## config.mk

```make
export PLATFORM = sky130hd
export DESIGN_NAME = ekvt_queue
export DESIGN_NICKNAME = d
export VERILOG_FILES = /design/src/ekvt_pkg.sv /design/src/ekvt_queue.sv
export SDC_FILE = /design/constraint.sdc
export NUM_CORES = 1
export LEC_CHECK = 0
export BUFFER_PORTS_ARGS = -buffer_cell sky130_fd_sc_hd__buf_2
export CORE_AREA = 2 2 132 134
export CTS_CLUSTER_SIZE = 10
export DETAILED_ROUTE_END_ITERATION = 6
export DIE_AREA = 0 0 134 136
export MAX_ROUTING_LAYER = met4
export PLACE_DENSITY = 0.79
export SYNTH_ARGS = -nofsm -noshare
export SYNTH_HDL_FRONTEND = slang
export SYNTH_SLANG_ARGS = --single-unit
```

## constraint.sdc

```tcl
create_clock -name i_clk -period 4.4 [get_ports i_clk]
set_clock_uncertainty 0.2 [all_clocks]
set_input_delay 0.66 -clock i_clk [delete_from_list [all_inputs] [get_ports i_clk]]
set_output_delay 0.66 -clock i_clk [all_outputs]
set_load 0.01 [all_outputs]
```

## src/ekvt_pkg.sv

```systemverilog
// shared types, constants and codes for the expiring key value table
`default_nettype none
package ekvt_pkg;

    localparam int ENTRIES     = 64;
    localparam int KEY_BITS    = 32;
    localparam int VALUE_BITS  = 32;
    localparam int TIME_BITS   = 32;
    localparam int IDX_BITS    = $clog2(ENTRIES);
    localparam int CTR_BITS    = IDX_BITS + 1;
    localparam int CNT_BITS    = 7;
    localparam int QUEUE_DEPTH = 2;

    localparam logic [TIME_BITS-1:0] EXPIRY_RESET = TIME_BITS'(120000);

    typedef enum logic [1:0] {
        MODE_ADD   = 2'd0,
        MODE_FETCH = 2'd1,
        MODE_PURGE = 2'd2
    } t_mode;

    typedef enum logic [2:0] {
        ST_UPDATED  = 3'd0,
        ST_INSERTED = 3'd1,
        ST_HIT      = 3'd2,
        ST_MISS     = 3'd3,
        ST_FULL     = 3'd4,
        ST_PURGED   = 3'd5
    } t_status;

    typedef enum logic [1:0] {
        OP_ADD,
        OP_FETCH,
        OP_PURGE,
        OP_NONE
    } t_op;

    typedef enum logic [1:0] {
        BS_IDLE,
        BS_SCAN,
        BS_DONE
    } t_bstate;

    typedef struct packed {
        logic [1:0]            mode;
        logic [KEY_BITS-1:0]   lookup_key;
        logic [VALUE_BITS-1:0] entry_value;
        logic [TIME_BITS-1:0]  now_ticks;
    } t_in_item;

    typedef struct packed {
        logic [2:0]            status;
        logic [VALUE_BITS-1:0] found_value;
        logic [CNT_BITS-1:0]   purged_count;
    } t_out_item;

    typedef struct packed {
        t_op                   op;
        logic [KEY_BITS-1:0]   key;
        logic [VALUE_BITS-1:0] value;
        logic [TIME_BITS-1:0]  now;
    } t_cmd;

    typedef struct packed {
        logic [KEY_BITS-1:0]   key;
        logic [VALUE_BITS-1:0] value;
        logic [TIME_BITS-1:0]  stamp;
    } t_slot;

    localparam int SLOT_BITS = $bits(t_slot);

endpackage
`default_nettype wire

```

## src/ekvt_queue.sv

```systemverilog
// short command queue between front and back end
`default_nettype none
module ekvt_queue (
    input  wire logic           i_clk,
    input  wire logic           i_rst_n,
    input  wire logic           i_valid,
    output logic                o_ready,
    input  wire ekvt_pkg::t_cmd i_cmd,
    output logic                o_valid,
    input  wire logic           i_ready,
    output ekvt_pkg::t_cmd      o_cmd
);
    import ekvt_pkg::*;

    localparam int PTR_BITS = $clog2(QUEUE_DEPTH);
    localparam int FILL_BITS = PTR_BITS + 1;

    t_cmd                 r_mem [QUEUE_DEPTH];
    logic [PTR_BITS-1:0]  r_wptr;
    logic [PTR_BITS-1:0]  r_rptr;
    logic [FILL_BITS-1:0] r_fill;
    logic                 push;
    logic                 pop;

    assign o_ready = r_fill != FILL_BITS'(QUEUE_DEPTH);
    assign o_valid = r_fill != '0;
    assign o_cmd   = r_mem[r_rptr];
    assign push    = i_valid && o_ready;
    assign pop     = o_valid && i_ready;

    always_ff @(posedge i_clk) begin
        if (!i_rst_n) begin
            r_wptr <= '0;
            r_rptr <= '0;
            r_fill <= '0;
        end else begin
            if (push) begin
                r_wptr <= (r_wptr == PTR_BITS'(QUEUE_DEPTH - 1)) ? '0 : r_wptr + 1'b1;
            end
            if (pop) begin
                r_rptr <= (r_rptr == PTR_BITS'(QUEUE_DEPTH - 1)) ? '0 : r_rptr + 1'b1;
            end
            if (push && !pop) begin
                r_fill <= r_fill + 1'b1;
            end else if (pop && !push) begin
                r_fill <= r_fill - 1'b1;
            end
        end
        if (push) begin
            r_mem[r_wptr] <= i_cmd;
        end
    end

endmodule
`default_nettype wire

```

==> results of run 1 <==
## final timing paths
kind	from	endpoint	slack, ns	cells past startpoint
max reg2reg	r_fill[0]	r_mem[0][53]	2.18	4
max	flip-flop	o_cmd[54]	1.30	3
min	i_cmd[86]	r_mem[0][86]	0.15	1
min reg2reg	r_fill[1]	r_fill[1]	0.39	2
## registers in the layout, summed over array words and instances (netlist names), named ones only
signal / count
r_fill: 2
r_mem: 196
r_rptr: 1
r_wptr: 1
## routing by layer
| metal | up-vias | track usage | share of wire |
|---|---|---|---|
| met5 | - | - | 0 |
| met4 | 0 | 0.04314 | 0.021 |
| met3 | 23 | 0.04437 | 0.072 |
| met2 | 133 | 0.2544 | 0.51 |
| met1 | 1796 | 0.1664 | 0.40 |
| li1 | 1751 | - | - |
## through the flow
step,instance area [µm²],utilization,cells
6_report,9336,0.5532,786
5_1_grt,9336,0.5532,786
4_1_cts,9329,0.5528,783
3_5_place_dp,8661,0.5132,748
3_3_place_gp,8661,0.5132,748
2_1_floorplan,7387,-,329
## power by group through the flow
stage	Combinational (mW)	Sequential, mW	Clock [mW]
after floorplan	0.849	2.50	0
after global placement	1.21	2.54	0
after detailed placement	1.23	2.56	0
after global routing	1.30	2.55	1.81
after CTS	1.24	2.53	1.74
final	1.22	2.52	1.69
## layout make-up
type	count	share of cell area
inverter	1	0.0006701
antenna	3	0.0008041
timing repair buffer	205	0.1136
clock buffer	34	0.07062
clock inverter	1	0.0009381
multi-input combinational	116	0.1417
sequential	201	0.6415
tap	225	0.03015
## cells in the mapped netlist
library cell / instances
edfxtp_1: 196
mux2_2: 78
mux2_4: 20
buf_2: 7
dfxtp_1: 5
and2_1: 4
buf_6: 4
xnor2_1: 2
a21bo_2: 1
a21boi_0: 1
a21boi_1: 1
and3_1: 1
ha_1: 1
inv_1: 1
nand2b_4: 1
nand3b_1: 1
o21ai_0: 1
o21ai_1: 1
or2_2: 1
or3_1: 1
xor2_1: 1
## logic make-up (layout without fill, tap and decap cells)
kind of cell | after synthesis | count (layout)
DFF | 201 | 201
muxes | 98 | 98
buffers and inverters | 12 | 241
and+or+nand+nor | 9 | 9
AOI/OAI and AO/OA | 5 | 5
xor gates and xnor gates | 3 | 3
adders and majority gates | 1 | 1
other | 0 | 3
## critical path: cells and delay by family, from the launching register on
family | cells | cell delay (ns)
buf+inv | 2 | 0.51
flops | 1 | 0.74
mux | 1 | 0.39
==> run_results.csv, run 1 <==
group,metric,value,unit
status,status,"finished clean",
worst_setup_path,crit_path_cell_trace,"buf_12 > mux2_2 > buf_2",
worst_setup_path,critPathMaxStageDelay,0.74,ns
yosys,synth.cell_area,7387,µm²
yosys,ys_seq_area_frac,0.8103,
worst_setup_path,crit_required,3.54,ns
detailed_routing,drt_first_pass_iters,4,
yosys,synthTopCellsByArea,"edfxtp_1, mux2_2, mux2_4",
yosys,synth_mux_area_frac,0.1596,
yosys,syn_nets,432,
cts,clk_pin_slew,0.05,ns
cts,cts_root_buffer,"clkbuf_16",
floorplanning,die_w,134,µm
finish,drive_gt1_frac,0.6004,
power,switching_share,0.2572,
yosys,yosysTopAreaCell,"edfxtp_1",
timing,slew_headroom,0.5702,
power,clock_power_share,0.312,
place,dp_slack,1.803,ns
cts,cts_hold_buffers,0,
yosys,postSynthCellCount,329,
power,pwr-share-seq,0.464,
detailed_routing,ant_nets,0,
timing,fin_tns_setup,0,ns
cts,h-tree-depth,1,
cts,cts_resized,0,
cts,cts_made_buffers,24,
yosys,avgSynthCellArea,22.45,µm²
detailed_routing,vias,3703,
grt,grt_max_degree,55,
timing,max_freq,322.9,MHz
detailed_routing,drt_first_iter_violations,235,
yosys,yosys.area.top_type_share,0.7967,
detailed_routing,finalWirelength,13590,µm
grt,grtUsageTotal,0.1473,
grt,grt_pass1_wl,20290,µm
power,ir_worst_vdd,0.4272,mV
power,leakagePower,3.501,nW
finish,regArea,5989,µm²
worst_hold_path,holdCritPathClass,"in2reg",
detailed_routing,wire_per_inst,17.29,µm
cts,clock_latency,0.49,ns
cts,post_cts_buffers,0,
yosys,yosys_warnings,0,
worst_setup_path,start_kind,"flip-flop",
worst_setup_path,worst_path_max_delay_cell,"dfxtp_4",
detailed_routing,routed_via_density,4.711,
worst_setup_path,path_class,"reg2out",
yosys,ys_ff_latch,201,
floorplanning,coreArea,16880,µm²
timing,hold_violations,0,
floorplanning,boundaryPins,202,
worst_setup_path,crit_fanout,54,
yosys,synth_simple_gate_area_frac,0.008808,
power,power_density,581.8,nW/µm²
yosys,synth_compound_area_frac,0.004743,
yosys,synth_top_family_by_area,"multiplexers",
cts,cts_max_path_buffers,3,
power,p_int,4.035,mW
timing,rsz0062_at_grt,"no",
timing,setup_slack,1.303,ns
yosys,synth_fa_ha_area_frac,0.001694,
finish,syn_to_final_growth,26.39,%
grt,antenna_found_initial,3,
place,dp_hpwl,8900,µm
yosys,synth_cell_types,21,
grt,grt_pass1_vias,3965,
power,power.switching,1.397,mW
worst_setup_path,end_kind,"primary output",
place,portBuffers,201,
timing,setup_viol,0,
cts,cts_tree,"yes",
timing,finalMaxSlewViolations,0,
worst_setup_path,cp.arrival,2.24,ns
timing,min_period,3.097,ns
timing,timing.final.crit_share,0.7038,
timing,worst_slew_pin_slew,0.6448,ns
finish,fill_cells,1339,
place,routabilityCongestion,0.7608,
cts,clock-sinks,201,
finish,multiInputGateArea,1323,µm²
floorplanning,start_util,0.4377,
floorplanning,die_h,136,µm
finish,layout_common_cells,"buf_2, edfxtp_1, mux2_2",
finish,final_common_cell,"buf_2",
yosys,synth_xor_area_frac,0.003557,
power,combPwrFrac,0.224,
grt,grt_remaining_overflow,0,
run,max_cap_violations,0,
detailed_routing,drc,0,
floorplanning,die-area,18220,µm²
finish,nets,652,
timing,fin_hold_ws,0.1537,ns
power,total_power,5.432,mW
floorplanning,rows,48,
Power figures use the tool's default switching activity.
==> inputs of run 2 (changes only) <==
- PLACE_DENSITY: 0.79 -> 0.82
- clock period: 4.4 -> 2.5 ns (I/O delays scaled with it)
==> run 2 against run 1 <==
  * Utilization up 6.5 points
  * Clock power rose by 83%
  * Die area stayed put
  * Non-clock buffer count rose by 101
  * Sequential share of layout area shrank 6.7 points
  * Via count up 14%
  * Highest routed layer unchanged
  * Routed wire length rose by 13%
  * Clock-buffer cell count unchanged
  * Combinational power rose by 99%
  * First-iteration DRC count is 12% lower
  * Power increased by 82%
==> run_results.csv, run 2 (synthesis gave the netlist of run 1 again) <==
group,metric,value,unit
worst_setup_path,crit_fanout,42,
timing,setup_viol,0,
finish,final_common_cell,"buf_2",
place,dp_hpwl,9051,µm
timing,finalMaxSlewViolations,0,
floorplanning,start_util,0.4377,
finish,largest_reg_flops,196,
floorplanning,die_h,136,µm
timing,rsz0062_at_grt,"no",
floorplanning,die-area,18220,µm²
detailed_routing,routed_via_density,4.747,
place,dp_slack,0.6399,ns
finish,layout_common_cells,"buf_2, edfxtp_1, dlygate4sd3_1",
timing,slew_headroom,0.7985,
grt,antenna_found_initial,1,
cts,cts_made_buffers,24,
worst_setup_path,crit_required,1.92,ns
detailed_routing,finalWirelength,15390,µm
finish,fill_cells,1171,
power,leakagePower,3.950,nW
detailed_routing,wire_per_inst,17.37,µm
finish,reg.largest.list,"r_mem: 196 flops, r_fill: 2 flops",
timing,max_freq,419.7,MHz
cts,clk_pin_slew,0.05,ns
grt,grt_max_degree,52,
grt,grtUsageTotal,0.1693,
cts,cts_resized,0,
finish,syn_to_final_growth,41.12,%
timing,setup_slack,0.1176,ns
detailed_routing,drt_first_pass_iters,4,
place,portBuffers,201,
power,power_density,948.4,nW/µm²
floorplanning,die_w,134,µm
detailed_routing,ant_nets,0,
power,ir_worst_vdd,0.6641,mV
cts,clock-sinks,201,
worst_setup_path,cp.arrival,1.81,ns
cts,cts_tree,"yes",
cts,h-tree-depth,1,
finish,drive_gt1_frac,0.5136,
worst_setup_path,reg2reg_from,"r_fill[1]",
floorplanning,rows,48,
timing,hold_violations,0,
finish,nets,753,
timing,timing.final.crit_share,0.9530,
run,max_cap_violations,0,
worst_hold_path,holdCritPathClass,"in2reg",
worst_setup_path,start_kind,"flip-flop",
detailed_routing,drt_first_iter_violations,207,
cts,clock_latency,0.49,ns
cts,cts_root_buffer,"clkbuf_16",
worst_setup_path,path_class,"reg2out",
grt,grt_pass1_vias,4583,
status,status,"finished clean",
worst_hold_path,worst_hold_startpoint,"i_valid",
worst_setup_path,end_kind,"primary output",
timing,min_period,2.382,ns
detailed_routing,drc,0,
cts,cts_max_path_buffers,3,
place,routabilityCongestion,0.7246,
floorplanning,boundaryPins,202,
grt,grt_pass1_wl,23200,µm
grt,grt_remaining_overflow,0,
finish,final_util,0.6177,
finish,top_register,"r_mem",
timing,worst_slew_pin_slew,0.3023,ns
detailed_routing,vias,4206,
floorplanning,coreArea,16880,µm²
## run 2: layout make-up
| type | count | area, µm² | area share |
|---|---|---|---|
| flip-flops and latches | 201 | 5991 | 0.5747 |
| repair buffers | 306 | 2117 | 0.2031 |
| multi-input cells | 116 | 1323 | 0.1269 |
| clock buffers | 34 | 669.4 | 0.06421 |
| well taps | 225 | 281.5 | 0.02700 |
| clock inverters | 2 | 33.78 | 0.003241 |
| inverters | 1 | 7.507 | 0.0007201 |
| diodes | 1 | 2.502 | 0.0002400 |
## run 2: worst paths after layout
| kind | endpoint | slack (ns) | cells past startpoint |
|---|---|---|---|
| worst max-delay path | o_cmd[0] | 0.12 | 3 |
| worst min-delay path | r_wptr | 0.07 | 3 |
| worst max register to register | r_fill[1] | 0.66 | 5 |
| worst min register to register | r_fill[1] | 0.37 | 2 |
## run 2: where the power goes
part | internal (mW) | total [mW] | switching (mW)
Combinational | 1.23 | 2.43 | 1.19
Clock | 1.93 | 3.09 | 1.16
Sequential | 4.22 | 4.37 | 0.153
## run 2: stage by stage
step / TNS [ns] / total power [mW] / area (µm²) / cells / hold WS [ns]
4_1_cts: 0 / 9.948 / 10420 / 885 / 0.03828
3_5_place_dp: 0 / 6.725 / 8728 / 750 / 0.3529
3_3_place_gp: 0 / 6.647 / 8728 / 750 / 0.3263
6_report: 0 / 9.888 / 10430 / 886 / 0.06736
5_1_grt: 0 / 10.29 / 10430 / 886 / 0.07234
2_1_floorplan: -16.48 / 5.872 / 7393 / 329 / 0.2739
## run 2: critical path, cell delays in order (launching register included)
cell and delay, ns:
dfxtp_4 0.46, buf_12 0.28, mux2_2 0.39, buf_2 0.14
## run 2: per-layer routing
layer | global-route usage | share of wire
met1 | 0.1831 | 0.39
met2 | 0.3057 | 0.53
met3 | 0.03281 | 0.058
met4 | 0.07033 | 0.022
met5 | - | 0
## run 2: timing repair
action,in CTS,in global routing
endpoints found under the hold margin,201,0
buffers inserted,0,0
hold buffers,99,0
