`src/ekvt_pkg.sv`:
```
// shared types, constants and codes for the expiring key value table
`default_nettype none
package ekvt_pkg;

    localparam int ENTRIES     = 64;
    localparam int KEY_BITS    = 32;
    localparam int VALUE_BITS  = 32;
    localparam int TIME_BITS   = 32;
    localparam int IDX_BITS    = $clog2(ENTRIES);
    localparam int CTR_BITS    = IDX_BITS + 1;
    localparam int CNT_BITS    = 7;
    localparam int QUEUE_DEPTH = 2;

    localparam logic [TIME_BITS-1:0] EXPIRY_RESET = TIME_BITS'(120000);

    typedef enum logic [1:0] {
        MODE_ADD   = 2'd0,
        MODE_FETCH = 2'd1,
        MODE_PURGE = 2'd2
    } t_mode;

    typedef enum logic [2:0] {
        ST_UPDATED  = 3'd0,
        ST_INSERTED = 3'd1,
        ST_HIT      = 3'd2,
        ST_MISS     = 3'd3,
        ST_FULL     = 3'd4,
        ST_PURGED   = 3'd5
    } t_status;

    typedef enum logic [1:0] {
        OP_ADD,
        OP_FETCH,
        OP_PURGE,
        OP_NONE
    } t_op;

    typedef enum logic [1:0] {
        BS_IDLE,
        BS_SCAN,
        BS_DONE
    } t_bstate;

    typedef struct packed {
        logic [1:0]            mode;
        logic [KEY_BITS-1:0]   lookup_key;
        logic [VALUE_BITS-1:0] entry_value;
        logic [TIME_BITS-1:0]  now_ticks;
    } t_in_item;

    typedef struct packed {
        logic [2:0]            status;
        logic [VALUE_BITS-1:0] found_value;
        logic [CNT_BITS-1:0]   purged_count;
    } t_out_item;

    typedef struct packed {
        t_op                   op;
        logic [KEY_BITS-1:0]   key;
        logic [VALUE_BITS-1:0] value;
        logic [TIME_BITS-1:0]  now;
    } t_cmd;

    typedef struct packed {
        logic [KEY_BITS-1:0]   key;
        logic [VALUE_BITS-1:0] value;
        logic [TIME_BITS-1:0]  stamp;
    } t_slot;

    localparam int SLOT_BITS = $bits(t_slot);

endpackage
`default_nettype wire

```
`src/ekvt_front.sv`:
```
// front end: takes input transfers and turns each into a command
`default_nettype none
module ekvt_front (
    input  wire logic              i_clk,
    input  wire logic              i_rst_n,
    input  wire logic              i_in_valid,
    output logic                   o_in_ready,
    input  wire ekvt_pkg::t_in_item i_in,
    output logic                   o_cmd_valid,
    input  wire logic              i_cmd_ready,
    output ekvt_pkg::t_cmd         o_cmd
);
    import ekvt_pkg::*;

    logic r_vld;
    t_cmd r_cmd;
    t_cmd n_cmd;

    always_comb begin
        n_cmd.key   = i_in.lookup_key;
        n_cmd.value = i_in.entry_value;
        n_cmd.now   = i_in.now_ticks;
        unique case (i_in.mode)
            MODE_ADD:   n_cmd.op = OP_ADD;
            MODE_FETCH: n_cmd.op = OP_FETCH;
            MODE_PURGE: n_cmd.op = OP_PURGE;
            default:    n_cmd.op = OP_NONE;
        endcase
    end

    assign o_in_ready  = !r_vld || i_cmd_ready;
    assign o_cmd_valid = r_vld;
    assign o_cmd       = r_cmd;

    always_ff @(posedge i_clk) begin
        if (!i_rst_n) begin
            r_vld <= 1'b0;
        end else if (o_in_ready) begin
            r_vld <= i_in_valid;
        end
        if (i_in_valid && o_in_ready) begin
            r_cmd <= n_cmd;
        end
    end

endmodule
`default_nettype wire

```
`config.mk`:
```
export PLATFORM = sky130hd
export DESIGN_NAME = ekvt_front
export DESIGN_NICKNAME = d
export VERILOG_FILES = /design/src/ekvt_pkg.sv /design/src/ekvt_front.sv
export SDC_FILE = /design/constraint.sdc
export NUM_CORES = 1
export LEC_CHECK = 0
export BUFFER_PORTS_ARGS = -buffer_cell sky130_fd_sc_hd__buf_2
export CORE_MARGIN = 2
export CORE_UTILIZATION = 37
export CTS_CLUSTER_SIZE = 40
export DETAILED_ROUTE_END_ITERATION = 10
export HOLD_SLACK_MARGIN = 0.15
export PLACE_DENSITY = 0.75
export SLEW_MARGIN = 40
export SYNTH_ARGS = -nofsm -noshare
export SYNTH_HDL_FRONTEND = slang
export SYNTH_SLANG_ARGS = --single-unit
```
`constraint.sdc`:
```
create_clock -name i_clk -period 2.05 [get_ports i_clk]
set_clock_uncertainty 0.2 [all_clocks]
set_input_delay 0.615 -clock i_clk [delete_from_list [all_inputs] [get_ports i_clk]]
set_output_delay 0.615 -clock i_clk [all_outputs]
set_load 0.05 [all_outputs]
```
==> results_tabular.tex, run 1 <==
\begin{tabular}{lr}
\hline
Metric & Value \\
\hline
\multicolumn{2}{l}{\textbf{Run status}} \\
\quad Outcome & complete, no violations \\
\multicolumn{2}{l}{\textbf{CTS}} \\
\quad Count of buffers added by post-CTS timing repair for setup & 0 \\
\quad CTS tree & done \\
\quad H-Tree Depth & 3 \\
\quad Clock-pin slew on the worst setup and hold paths & 90 ps \\
\quad Number of buffers inserted during clock tree synthesis & 9 \\
\quad Clock sink count & 99 \\
\quad Hold-fix buffers at CTS & 0 \\
\quad CTS Buffer Depth & 2 \\
\quad Clock latency on the worst-skew pair & 340 ps \\
\quad Number of resized instances in the post-cts repair step & 0 \\
\quad Clock Tree Root & clkbuf\_8 \\
\multicolumn{2}{l}{\textbf{Drt}} \\
\quad Detailed Route Iter0 Violations & 53 \\
\quad Vias per cell & 4.23 \\
\quad Total wirelength of the detailed-routed design & $\sim$6100 um \\
\quad Highest routed layer & met5 \\
\quad Residual antenna-violating net count after detailed routing & 0 \\
\quad Drt wl/cell & 14.4 um \\
\quad Overall via count from detail\_route & 1792 \\
\quad Met3 wire len & approximately 700 um \\
\quad Final routed DRC violation total & 0 \\
\quad Met1 Routed Length & 2100 um \\
\quad Total iterations of the first detailed-routing run & 4 \\
\quad Routed wire length on met2 & approximately 3200 um \\
\multicolumn{2}{l}{\textbf{STA}} \\
\quad Final hold viol count & 0 \\
\quad Portion of the clock cycle consumed by the worst path in the final layout & around nine tenths \\
\quad Min Clock Period, post-route & 1880 ps \\
\quad Number of failing setup endpoints in the final timing report & 0 \\
\quad Rel. slew slack & 82.0\% \\
\quad Fin. max-slew vios & 0 \\
\quad Highest Clock Rate & 0.531 GHz \\
\quad Setup repair after global routing missed its margin & false \\
\quad Transition time of the tightest slew-check pin & 269 ps \\
\multicolumn{2}{l}{\textbf{Min path}} \\
\quad Worst Hold Path Cells & 1 \\
\quad Type of the worst min-delay path & in -> reg \\
\quad Hold\_sp & i\_in[22] \\
\quad Hold Crit Endpoint & o\_cmd[22]\$\_DFFE\_PP\_ \\
\multicolumn{2}{l}{\textbf{Place}} \\
\quad Global placer's final weighted congestion & between 0.6 and 0.7 \\
\quad Port-buffer cells & $\sim$200 \\
\quad Instance area after placement & 4170 sq um \\
\quad Post-placement cell count & 408 \\
\multicolumn{2}{l}{\textbf{Layout}} \\
\quad Antenna cells & 0 \\
\quad Fin cells & 424 \\
\quad Summed area of non-filler cells in the final layout & 4340 sq um \\
\quad Layout net count & 419 \\
\quad Share of cells above drive strength 1 & between 60\% and 70\% \\
\quad Synth-to-Final Area Change & 44.2\% \\
\multicolumn{2}{l}{\textbf{Setup path}} \\
\quad Most used cell along the critical path & buf\_2 \\
\quad Crit-path cells & buf\_2 > nand2b\_4 > buf\_2 \\
\quad Endpoint of the most critical register-to-register path & o\_cmd[61]\$\_DFFE\_PP\_ \\
\quad Worst path top cell family by delay & buffers and inverters \\
\quad Critical-path top delay cell & buf\_2 \\
\quad Startpoint type of the worst setup path & input port \\
\quad Largest driver fanout on the critical path & 3 \\
\quad Crit path buffers/inverters & 2 \\
\quad Critical path class & in -> out \\
\quad Critical path depth in cells & 3 \\
\quad R2R cell count & 3 \\
\quad Largest stage delay, worst path & between 200 and 300 ps \\
\quad WP data required & 1230 ps \\
\quad Worst setup slack for register-to-register paths & 650 ps \\
\quad Nature of the critical path endpoint & output pin \\
\quad Data arrival time at the worst-slack endpoint & between 1000 and 1500 ps \\
\quad Startpoint of the worst register-to-register path & o\_cmd\_valid\$\_SDFFE\_PN0P\_ \\
\multicolumn{2}{l}{\textbf{Synthesis}} \\
\quad Mean Syn Cell Area & 28.6 sq um \\
\quad Largest family of logic cells by synthesized area & simple AND/OR/NAND/NOR gates \\
\quad Synth Cell Area & 3010 sq um \\
\quad Synth Flop Type & edfxtp\_1 \\
\quad Synthesized-area fraction occupied by and/or/nand/nor cells & 0.749\% \\
\quad Dominant cells by area after synthesis & edfxtp\_1, dfxtp\_1, nand2b\_4, a21boi\_2, and2\_4 \\
\quad Synthesized-area fraction occupied by adder cells & 0\% \\
\quad Most frequent cells after synthesis & edfxtp\_1, clkbuf\_1 \\
\quad Compound-Gate Fraction of Synth Area & 0.374\% \\
\quad Parity-gate share of the synthesized area counting xor and xnor cells & 0\% \\
\quad Share of cell area taken by muxes after synthesis & 0\% \\
\quad Syn. warnings & 0 \\
\quad Fraction of post-synthesis cell area in the top cell type by area & 97.8\% \\
\quad Synthesized instance count & approximately 110 \\
\quad Yosys top cell by area & edfxtp\_1 \\
\quad Top-count cell post-synth & edfxtp\_1 \\
\quad Flops \& latches, synth & 99 \\
\quad Post-synthesis sequential area ratio & a little over nine tenths \\
\quad Post-synthesis async set-or-reset flop share & 0\% \\
\quad Distinct cell type count after synthesis & 7 \\
\quad Post-synth net total & 207 \\
\quad Number of synthesized flops with an enable pin & 98 \\
\multicolumn{2}{l}{\textbf{Pwr}} \\
\quad Leakage power total & 1.86 nW \\
\quad Worst vdd ir & 0.525 mV \\
\quad PwrDens & 945 nW/um\^{}2 \\
\multicolumn{2}{l}{\textbf{Floorplan}} \\
\quad Starting density of the core & 38.5\% \\
\quad Core area & 7810 sq um \\
\quad Height of the die & 94.2 um \\
\quad Number of rows in the core area & 32 \\
\quad I/O Pins & between 200 and 250 \\
\quad Die outline area & 8870 sq um \\
\quad Die X-Extent & 94.2 um \\
\multicolumn{2}{l}{\textbf{GRT}} \\
\quad Largest net degree at the start of global routing & 55 \\
\quad Global-route wire length before repair & 8740 um \\
\quad Number of antenna violations at the first check in global routing & 1 \\
\quad Total global routing overflow & 0 \\
\quad Total Routing Usage GR & roughly 14\% \\
\quad Vias in the first global route & 1906 \\
\multicolumn{2}{l}{\textbf{Job}} \\
\quad Max-cap violation count & 0 \\
\hline
\end{tabular}
## power breakdown
group | switching [mW] | internal (mW) | total [mW]
Sequential | 0.0260 | 2.36 | 2.39
Clock | 0.599 | 0.440 | 1.04
Combinational | 0.516 | 0.155 | 0.670
## worst register-to-register path: stages, from the launching register on
cell      delay (ps)
dfxtp_1          340
nand2b_4          80
and2_4           170
buf_12           260
## metal layers
metal | global-route usage (%) | vias to the layer above
met5 | 0 | -
met4 | 8.33 | 2
met3 | 5.94 | 15
met2 | 22.9 | 112
met1 | 14.0 | 822
li1 | - | 841
## sequential cells by signal, summed over array words and instances (netlist names)
signal and flops:
o_cmd 98, o_cmd_valid 1
## area by class of cell
class / count / area [sq um]
Clock buffer: 12 / 135
Clock inverter: 4 / 27.5
Fill cell: 657 / 3470
Inverter: 1 / 3.75
Multi-Input combinational cell: 3 / 33.8
Sequential cell: 99 / 2960
Tap cell: 102 / 128
Timing Repair Buffer: 203 / 1050
## cells by family after synthesis
kind of cell	after synthesis
flops	99
compound gates	1
simple gates	2
buf+inv	3
## layout by cell type, fill, tap and decap left out, types with 2 or more instances in the layout
cell type   count
clkbuf_1        3
buf_2         201
clkinvlp_4      3
edfxtp_1       98
clkbuf_8        9
buf_12          2
## how the worst max path moves through the flow
stage | slack, ps | end | startpoint
5_1_grt | 140 | o_in_ready | i_cmd_ready
3_5_place_dp | 160 | o_in_ready | i_cmd_ready
3_3_place_gp | 160 | o_in_ready | i_cmd_ready
6_report | 170 | o_in_ready | i_cmd_ready
4_1_cts | 160 | o_in_ready | i_cmd_ready
2_1_floorplan | -170 | o_cmd[0]$_DFFE_PP_ | i_cmd_ready
## metrics by stage
| step | util (%) | hold WS [ps] | setup TNS (ps) | setup slack (ps) | power (mW) |
|---|---|---|---|---|---|
| 3_3_place_gp | 53.5 | 294 | 0 | 162 | 3.10 |
| 2_1_floorplan | - | 514 | -16880 | -172 | 2.89 |
| 4_1_cts | 55.5 | 213 | 0 | 164 | 4.16 |
| 5_1_grt | 55.5 | 208 | 0 | 138 | 4.27 |
| 6_report | 55.5 | 238 | 0 | 168 | 4.10 |
| 3_5_place_dp | 53.5 | 299 | 0 | 164 | 3.11 |
Power figures use the tool's default switching activity.
==> run 2, diff against run 1 <==
- CAP_MARGIN: unset -> 0
- CORE_ASPECT_RATIO: unset -> 0.9
==> run 2 against run 1 <==
Against the previous run:
- cell count is 0.24% lower
- die area about the same
- clock-buffer cell count down 2
- register-to-register slack got worse by 60 ps
- first-iteration DRC count rose by 64%
- worst hold slack worse by 17 ps
- sequential power is essentially flat
- combinational power increased by 2%
- setup slack about the same
- fmax barely moved
- flip-flop and latch count unchanged
- non-clock buffer count increased by 2
- critical endpoint unchanged
- largest power group unchanged
==> results_tabular.tex, run 2 (synthesis results as in run 1) <==
\begin{tabular}{lr}
\hline
Metric & Value \\
\hline
\multicolumn{2}{l}{\textbf{Run status}} \\
\quad Outcome & complete, no violations \\
\multicolumn{2}{l}{\textbf{CTS}} \\
\quad Clock sink count & 99 \\
\quad Number of resized instances in the post-cts repair step & 0 \\
\quad CTS tree & done \\
\quad Clock Tree Root & clkbuf\_8 \\
\quad Count of buffers added by post-CTS timing repair for setup & 0 \\
\quad Clock latency on the worst-skew pair & 350 ps \\
\quad Clock-pin slew on the worst setup and hold paths & about 110 ps \\
\quad Hold-fix buffers at CTS & 0 \\
\quad H-Tree Depth & 3 \\
\quad CTS Buffer Depth & 2 \\
\quad Number of buffers inserted during clock tree synthesis & 9 \\
\multicolumn{2}{l}{\textbf{Floorplan}} \\
\quad Core area & 7950 sq um \\
\quad I/O Pins & 202 \\
\quad Number of rows in the core area & 31 \\
\quad Starting density of the core & 37.8\% \\
\quad Die X-Extent & 99.0 um \\
\quad Die outline area & approximately 8900 sq um \\
\quad Height of the die & 89.5 um \\
\multicolumn{2}{l}{\textbf{Setup path}} \\
\quad Startpoint of the worst register-to-register path & o\_cmd\_valid\$\_SDFFE\_PN0P\_ \\
\quad Critical path depth in cells & 3 \\
\quad Most used cell along the critical path & buf\_2 \\
\quad Critical Path Source & i\_cmd\_ready \\
\quad Critical path class & in -> out \\
\quad Largest driver fanout on the critical path & 3 \\
\quad Data arrival time at the worst-slack endpoint & $\sim$1100 ps \\
\quad Endpoint of the most critical register-to-register path & o\_cmd[26]\$\_DFFE\_PP\_ \\
\quad Critical-path top delay cell & buf\_2 \\
\quad WP data required & between 1000 and 1500 ps \\
\quad Capturing instance or port of the critical path & o\_in\_ready \\
\quad Crit-path cells & buf\_2 > nand2b\_4 > buf\_2 \\
\quad Startpoint type of the worst setup path & input port \\
\quad Largest stage delay, worst path & 260 ps \\
\quad Worst setup slack for register-to-register paths & 590 ps \\
\quad R2R cell count & 3 \\
\quad Nature of the critical path endpoint & output pin \\
\quad Worst path top cell family by delay & buffers and inverters \\
\quad Crit path buffers/inverters & 2 \\
\multicolumn{2}{l}{\textbf{Drt}} \\
\quad Drt wl/cell & 15.6 um \\
\quad Final routed DRC violation total & 0 \\
\quad Total iterations of the first detailed-routing run & 6 \\
\quad Overall via count from detail\_route & 1800 \\
\quad Residual antenna-violating net count after detailed routing & 0 \\
\quad Total wirelength of the detailed-routed design & 6600 um \\
\quad Detailed Route Iter0 Violations & 87 \\
\quad Vias per cell & 4.26 \\
\multicolumn{2}{l}{\textbf{Pwr}} \\
\quad Worst vdd ir & 0.584 mV \\
\quad Clock power share & 27.4\% \\
\quad Share of total power in sequential cells & 56.5\% \\
\quad PwrDens & 968 nW/um\^{}2 \\
\quad Total internal power & 2.99 mW \\
\quad Switching Power & 1.24 mW \\
\quad Power share of the combinational group & 16.1\% \\
\quad Final Power & 4.23 mW \\
\quad Switch share & 29.3\% \\
\quad Leakage power total & around 1.9 nW \\
\multicolumn{2}{l}{\textbf{STA}} \\
\quad Portion of the clock cycle consumed by the worst path in the final layout & 91.8\% \\
\quad Final hold viol count & 0 \\
\quad Setup repair after global routing missed its margin & false \\
\quad Fin. max-slew vios & 0 \\
\quad Highest Clock Rate & around 0.53 GHz \\
\quad Min Clock Period, post-route & 1880 ps \\
\quad Transition time of the tightest slew-check pin & 282 ps \\
\quad Number of failing setup endpoints in the final timing report & 0 \\
\quad Post-Route Setup TNS & 0 ps \\
\quad Rel. slew slack & 81.3\% \\
\multicolumn{2}{l}{\textbf{GRT}} \\
\quad Total Routing Usage GR & between 10\% and 20\% \\
\quad Vias in the first global route & 1787 \\
\quad Number of antenna violations at the first check in global routing & 0 \\
\quad Global-route wire length before repair & 9000 um \\
\quad Total global routing overflow & 0 \\
\quad Largest net degree at the start of global routing & 41 \\
\multicolumn{2}{l}{\textbf{Layout}} \\
\quad Share of cells above drive strength 1 & 68.8\% \\
\quad Most common library cell in the layout ignoring fill and taps & buf\_2 \\
\quad Synth-to-Final Area Change & 45.2\% \\
\quad Core utilization of the finished layout & between 50\% and 60\% \\
\quad Max reg flops & 98 \\
\quad Commonest cells after routing, fill and taps aside & buf\_2, edfxtp\_1, clkbuf\_8 \\
\quad Fin cells & about 420 \\
\quad Antenna cells & 0 \\
\quad Summed area of non-filler cells in the final layout & 4370 sq um \\
\quad Layout net count & 421 \\
\multicolumn{2}{l}{\textbf{Place}} \\
\quad Port-buffer cells & 201 \\
\quad Instance area after placement & 4190 sq um \\
\quad Post-placement cell count & $\sim$410 \\
\quad HPWL reported at the end of detailed placement & about 5000 um \\
\quad Global placer's final weighted congestion & 0.720 \\
\multicolumn{2}{l}{\textbf{Job}} \\
\quad Max-cap violation count & 0 \\
\multicolumn{2}{l}{\textbf{Min path}} \\
\quad Type of the worst min-delay path & in -> reg \\
\hline
\end{tabular}
==> run 2: worst register-to-register path, cell delays in order, from the launching register on <==
cell	delay (ps)
dfxtp_1	350
nand2b_4	80
and2_4	240
buf_12	250
==> run 2: final cells by class <==
| class | instances | area (sq um) |
|---|---|---|
| Sequential cell | 99 | 2960 |
| Fill cell | 624 | 3580 |
| Multi-Input combinational cell | 3 | 33.8 |
| Timing Repair Buffer | 205 | 1060 |
| Tap cell | 99 | 124 |
| Inverter | 1 | 3.75 |
| Clock inverter | 6 | 53.8 |
| Clock buffer | 10 | 128 |
==> run 2: worst min path at each step <==
stage | startpoint | end | slack, ps | cells past startpoint
CTS | i_in[27] | o_cmd[27]$_DFFE_PP_ | 210 | 1
global route | i_in[21] | o_cmd[21]$_DFFE_PP_ | 190 | 1
detailed placement | o_cmd_valid$_SDFFE_PN0P_ | o_cmd_valid$_SDFFE_PN0P_ | 300 | 2
global placement | o_cmd_valid$_SDFFE_PN0P_ | o_cmd_valid$_SDFFE_PN0P_ | 290 | 2
floorplan | i_in[0] | o_cmd[0]$_DFFE_PP_ | 510 | 0
finish | i_in[93] | o_cmd[93]$_DFFE_PP_ | 220 | 1
==> run 2: metal layers <==
metal  global-route usage, %  part of all wire, %  up-vias
met1                    14.4                   33      829
met4                    6.85                  3.0        0
met3                    7.51                   11       18
met5                       0                    0        -
li1                        -                    -      843
met2                    23.6                   53      110
==> run 2: power groups by stage <==
stage / Clock, mW / Combinational (mW) / Sequential (mW)
3_3_place_gp: 0 / 0.677 / 2.43
3_5_place_dp: 0 / 0.688 / 2.44
5_1_grt: 1.28 / 0.709 / 2.40
2_1_floorplan: 0 / 0.0447 / 2.85
4_1_cts: 1.20 / 0.688 / 2.39
6_report: 1.16 / 0.681 / 2.39
==> run 2: through the flow <==
stage | hold WS, ps | worst slack, ps
2_1_floorplan | 514 | -172
3_3_place_gp | 295 | 169
3_5_place_dp | 299 | 165
4_1_cts | 206 | 165
5_1_grt | 192 | 133
6_report | 222 | 168
